$ cat config.mk
export PLATFORM = sky130hd
export DESIGN_NAME = psnap_div
export DESIGN_NICKNAME = d
export VERILOG_FILES = /design/src/hw/rtl/psnap_div.sv
export SDC_FILE = /design/constraint.sdc
export NUM_CORES = 2
export LEC_CHECK = 0
export BUFFER_PORTS_ARGS = -buffer_cell sky130_fd_sc_hd__buf_4
export CAP_MARGIN = 20
export CORE_ASPECT_RATIO = 1.1
export CORE_MARGIN = 2
export CORE_UTILIZATION = 40
export CTS_BUF_LIST = sky130_fd_sc_hd__clkbuf_8 sky130_fd_sc_hd__clkbuf_16
export CTS_CLUSTER_DIAMETER = 60
export DETAILED_ROUTE_END_ITERATION = 7
export GPL_ROUTABILITY_DRIVEN = 0
export PLACE_DENSITY = 0.57
export SYNTH_ARGS = -nofsm -noshare
export SYNTH_HDL_FRONTEND = slang
export SYNTH_SLANG_ARGS = --single-unit
export TNS_END_PERCENT = 30
$ cat constraint.sdc
create_clock -name clk -period 4 [get_ports clk]
set_input_delay 0.4 -clock clk [delete_from_list [all_inputs] [get_ports clk]]
set_output_delay 0.4 -clock clk [all_outputs]
set_load 0.01 [all_outputs]
$ cat src/hw/rtl/psnap_div.sv
// Pipelined restoring divider, one quotient bit per stage.
// Range check first: quotient >= 2^(W+1) flags ovf, then W+1 steps.
module psnap_div #(
	parameter int COORD_BITS = 16
) (
	input  logic                    clk,
	input  logic                    en,
	input  logic [3*COORD_BITS+4:0] mag,
	input  logic                    neg,
	input  logic [2*COORD_BITS:0]   dd,
	output logic [COORD_BITS:0]     quo,
	output logic [2*COORD_BITS:0]   rem,
	output logic [2*COORD_BITS:0]   dd_o,
	output logic                    neg_o,
	output logic                    ovf_o
);
	localparam int W   = COORD_BITS;
	localparam int NW  = 3 * W + 5;
	localparam int DDW = 2 * W + 1;
	localparam int HW  = NW - W - 1;

	logic [W:0]     low_s [0:W+1];
	logic [DDW-1:0] rem_s [0:W+1];
	logic [DDW-1:0] dd_s  [0:W+1];
	logic [W:0]     quo_s [0:W+1];
	logic           neg_s [0:W+1];
	logic           ovf_s [0:W+1];

	logic [HW-1:0] hi;
	assign hi = mag[NW-1:W+1];

	always_ff @(posedge clk) begin
		if (en) begin
			ovf_s[0] <= hi >= HW'(dd);
			rem_s[0] <= hi[DDW-1:0];
			low_s[0] <= mag[W:0];
			quo_s[0] <= '0;
			dd_s[0]  <= dd;
			neg_s[0] <= neg;
		end
	end

	for (genvar k = 0; k <= W; k++) begin : g_step
		logic [DDW:0] rs, diff;
		logic         ge;

		assign rs   = {rem_s[k], low_s[k][W-k]};
		assign diff = rs - {1'b0, dd_s[k]};
		assign ge   = rs >= {1'b0, dd_s[k]};

		always_ff @(posedge clk) begin
			if (en) begin
				rem_s[k+1] <= ge ? diff[DDW-1:0] : rs[DDW-1:0];
				quo_s[k+1] <= {quo_s[k][W-1:0], ge};
				low_s[k+1] <= low_s[k];
				dd_s[k+1]  <= dd_s[k];
				neg_s[k+1] <= neg_s[k];
				ovf_s[k+1] <= ovf_s[k];
			end
		end
	end

	assign quo   = quo_s[W+1];
	assign rem   = rem_s[W+1];
	assign dd_o  = dd_s[W+1];
	assign neg_o = neg_s[W+1];
	assign ovf_o = ovf_s[W+1];

endmodule

==> impl_metrics.json <==
{
  "status": "finished, final reports clean",
  "startpoint": "rem_s[6][0]$_DFFE_PP_",
  "synth_cells": 7183,
  "core_area_sq_um": 206000,
  "grt_use_total_pct": 16.5,
  "slowest_delay_ns": 0.51,
  "die_w_microns": 438,
  "synth_nets": 7883,
  "numCtsBuffers": 177,
  "clk_pin_slew_ns": 0.05,
  "path_max_fanout": 5,
  "cpMostUsedCell": "o31ai_1",
  "synth-edff-count": 1530,
  "cp_cell_sequence": "ha_1 -> nor2b_1 -> o31ai_1 -> a21oi_1 -> nor4_1 -> o31ai_1 -> buf_4 -> a211oi_1 -> buf_4 -> o41ai_1 -> o31ai_1 -> xnor2_1 -> mux2_2",
  "grt_pass1_vias": 57571,
  "grt_max_degree": 94,
  "dieArea_sq_um": 211000,
  "nFillCells": 18461,
  "antenna_found_initial": 0,
  "slew_headroom_pct": 28.6,
  "r2r_start": "rem_s[6][0]$_DFFE_PP_",
  "cts_tree": "built",
  "syn_avg_cell_area_sq_um": 11.5,
  "drive_gt1_share_pct": 11.6,
  "cts_buffer_depth": 3,
  "synth.most_common_cell": "edfxtp_1",
  "maxCapViolCount": 0,
  "overflow": 0,
  "ys_types": 91,
  "vias": 55177,
  "maxSlewViolCount": 0,
  "ys_top_cells_by_area": "edfxtp_1 55%, ha_1 9.0%, a21oi_1 3.5%, inv_1 3.3%, a21o_1 3.0%",
  "grt_pass1_wl_mm": 280,
  "critical_path_class": "flip-flop to flip-flop",
  "drt-total-wl_mm": 177,
  "hp-class": "input port to flip-flop",
  "power_leakage_nw": 39.8,
  "ant_nets": 0,
  "holdWs_ns": 0.102,
  "n_antenna_cell": 0,
  "setup_viol": 0,
  "startpoint_type": "flip-flop",
  "fin_ws_ns": 0.103,
  "clkLatencyLatePin_ns": 0.82,
  "cts.sinks": 1530,
  "cp_data_arrival_time_ns": 4.45,
  "hold_path_depth": 1,
  "critPathRequiredTime_ns": 4.56,
  "ios": 174,
  "r2r_slack_ns": 0.10,
  "endpoint_kind": "flip-flop",
  "rows": 175,
  "fin_cells": 10629,
  "via_per_inst": 5.19,
  "die_h_microns": 482,
  "drt_iter0_markers": 3129,
  "yosysWarnings": 0,
  "dp.cells": 10203,
  "synth_common_cells": "1530 x edfxtp_1, 736 x inv_1, 594 x ha_1",
  "drc": 0,
  "first_pass_iters": 6,
  "port_buffers": 173,
  "post-route-min-period_ns": 3.90,
  "hold_viol_final": 0,
  "max_clock_freq_ghz": 0.257,
  "htree_levels": 4,
  "synth_top_area_share_pct": 55.4,
  "ys.flop_type": "edfxtp_1",
  "r2r_end": "rem_s[7][31]$_DFFE_PP_",
  "wire_per_inst_microns": 16.6,
  "power_density_nw_per_um2": 777,
  "ys_seq_area_share_pct": 55.4,
  "dp_slack_ns": -0.00868,
  "root_buffer": "clkbuf_16",
  "finalCritPeriodShare_pct": 97.4,
  "finalNetCount": 8436,
  "synth_async_sr_flop_share_pct": 0,
  "synth_top_cell_by_area": "edfxtp_1",
  "fin_setup_tns_ns": 0,
  "place_hpwl_mm": 135,
  "ys_seq_elements": 1530,
  "reg2reg_depth": 13,
  "vdd_drop_max_mv": 0.460,
  "min_to": "rem_s[0][23]$_DFFE_PP_",
  "syn-cell-area_sq_um": 82900,
  "worstMarginPinSlew_ns": 1.06,
  "cpMaxStageDelayCell": "nor4_1",
  "syn2layout_area_growth_pct": 16.0,
  "skew_ns": 0.0316,
  "min_from": "en",
  "start_util_pct": 40.2
}
-- routing by layer --
| layer | track usage, % | vias up | share of wire (%) |
|---|---|---|---|
| met3 | 2.27 | 628 | 2.8 |
| li1 | - | 27489 | - |
| met2 | 34.0 | 1182 | 56 |
| met5 | 0 | - | 0 |
| met1 | 14.2 | 25878 | 34 |
| met4 | 11.5 | 0 | 7.3 |
-- cells by family after synthesis --
group / Yosys count / share of synthesized area (%)
flip-flops: 1530 / 55.4
XOR/XNOR: 485 / 5.12
multiplexers: 172 / 2.49
adder cells (fa/ha/maj): 611 / 9.37
AO/OA/AOI/OAI: 1969 / 14.8
AND/OR/NAND/NOR: 1509 / 8.51
buffers and inverters: 907 / 4.26
-- sequential cells by signal, indices dropped and copies added, names as in the netlist --
register and cells:
dd_s 594, ovf_s 18, quo_s 153, neg_s 18, rem_s 594, low_s 153
-- where the power goes --
part / internal (mW) / total (mW) / leakage (nW) / switching, mW
clock: 8.57 / 15.0 / 2.87 / 6.43
sequential: 23.4 / 25.4 / 15.0 / 1.96
combinational: 15.6 / 34.3 / 21.9 / 18.7
-- final cells by class --
cell class	instances	area, sq um	area share, %
tap	2743	3430	3.57
timing repair buffer	544	4880	5.07
inverter	737	2770	2.88
clock inverter	151	1040	1.08
multi-input combinational	4746	33700	35.0
sequential	1530	45900	47.8
clock buffer	178	4450	4.63
-- timing repair --
item / CTS / global route
pin swaps: 0 / 12
hold endpoints to repair: 85 / 0
gates cloned: 0 / 2
setup endpoints to repair: 19 / 220
hold buffers: 86 / 0
resized for setup: 3 / 27
setup buffers: 0 / 8
-- how the worst max path moves through the flow --
stage | endpoint | slack [ns] | depth (start not counted)
after floorplan | rem_s[17][24]$_DFFE_PP_ | 0.47 | 15
after global placement | rem_s[17][9]$_DFFE_PP_ | -0.03 | 16
after detailed placement | rem_s[15][2]$_DFFE_PP_ | -0.009 | 16
after CTS | rem_s[17][7]$_DFFE_PP_ | 0.04 | 16
after global routing | rem_s[17][23]$_DFFE_PP_ | -0.04 | 17
final | rem_s[7][31]$_DFFE_PP_ | 0.10 | 13
-- stage by stage --
stage | power [mW] | cell area, sq um | util [%]
after global placement | 58.5 | 89600 | 43.4
after CTS | 74.8 | 96000 | 46.5
after floorplan | 49.6 | 82900 | -
after detailed placement | 59.3 | 89600 | 43.4
final | 74.7 | 96200 | 46.6
after global routing | 80.0 | 96200 | 46.6
-- worst max-delay path, delay by kind of cell (launching register included) --
kind	cells	cell delay, ns
mux	1	0.27
xor+xnor	1	0.12
flops	1	0.43
buf+inv	2	0.39
simple gates	2	0.66
fa+ha+maj	1	0.34
compound gates	6	1.42
-- cell usage in the layout (no fill, tap or decap), types with 115 or more instances in the layout --
| master | netlist | routed |
|---|---|---|
| a21o_1 | 336 | 335 |
| a21oi_1 | 585 | 582 |
| buf_4 | 6 | 411 |
| clkbuf_16 | 0 | 179 |
| edfxtp_1 | 1530 | 1530 |
| ha_1 | 594 | 594 |
| inv_1 | 736 | 785 |
| nand2_1 | 540 | 540 |
| nand3_1 | 115 | 115 |
| nor2_1 | 376 | 376 |
| o21ai_0 | 487 | 486 |
| xnor2_1 | 271 | 271 |
| xor2_1 | 214 | 214 |
No activity file was read; power rests on OpenSTA's default activity.
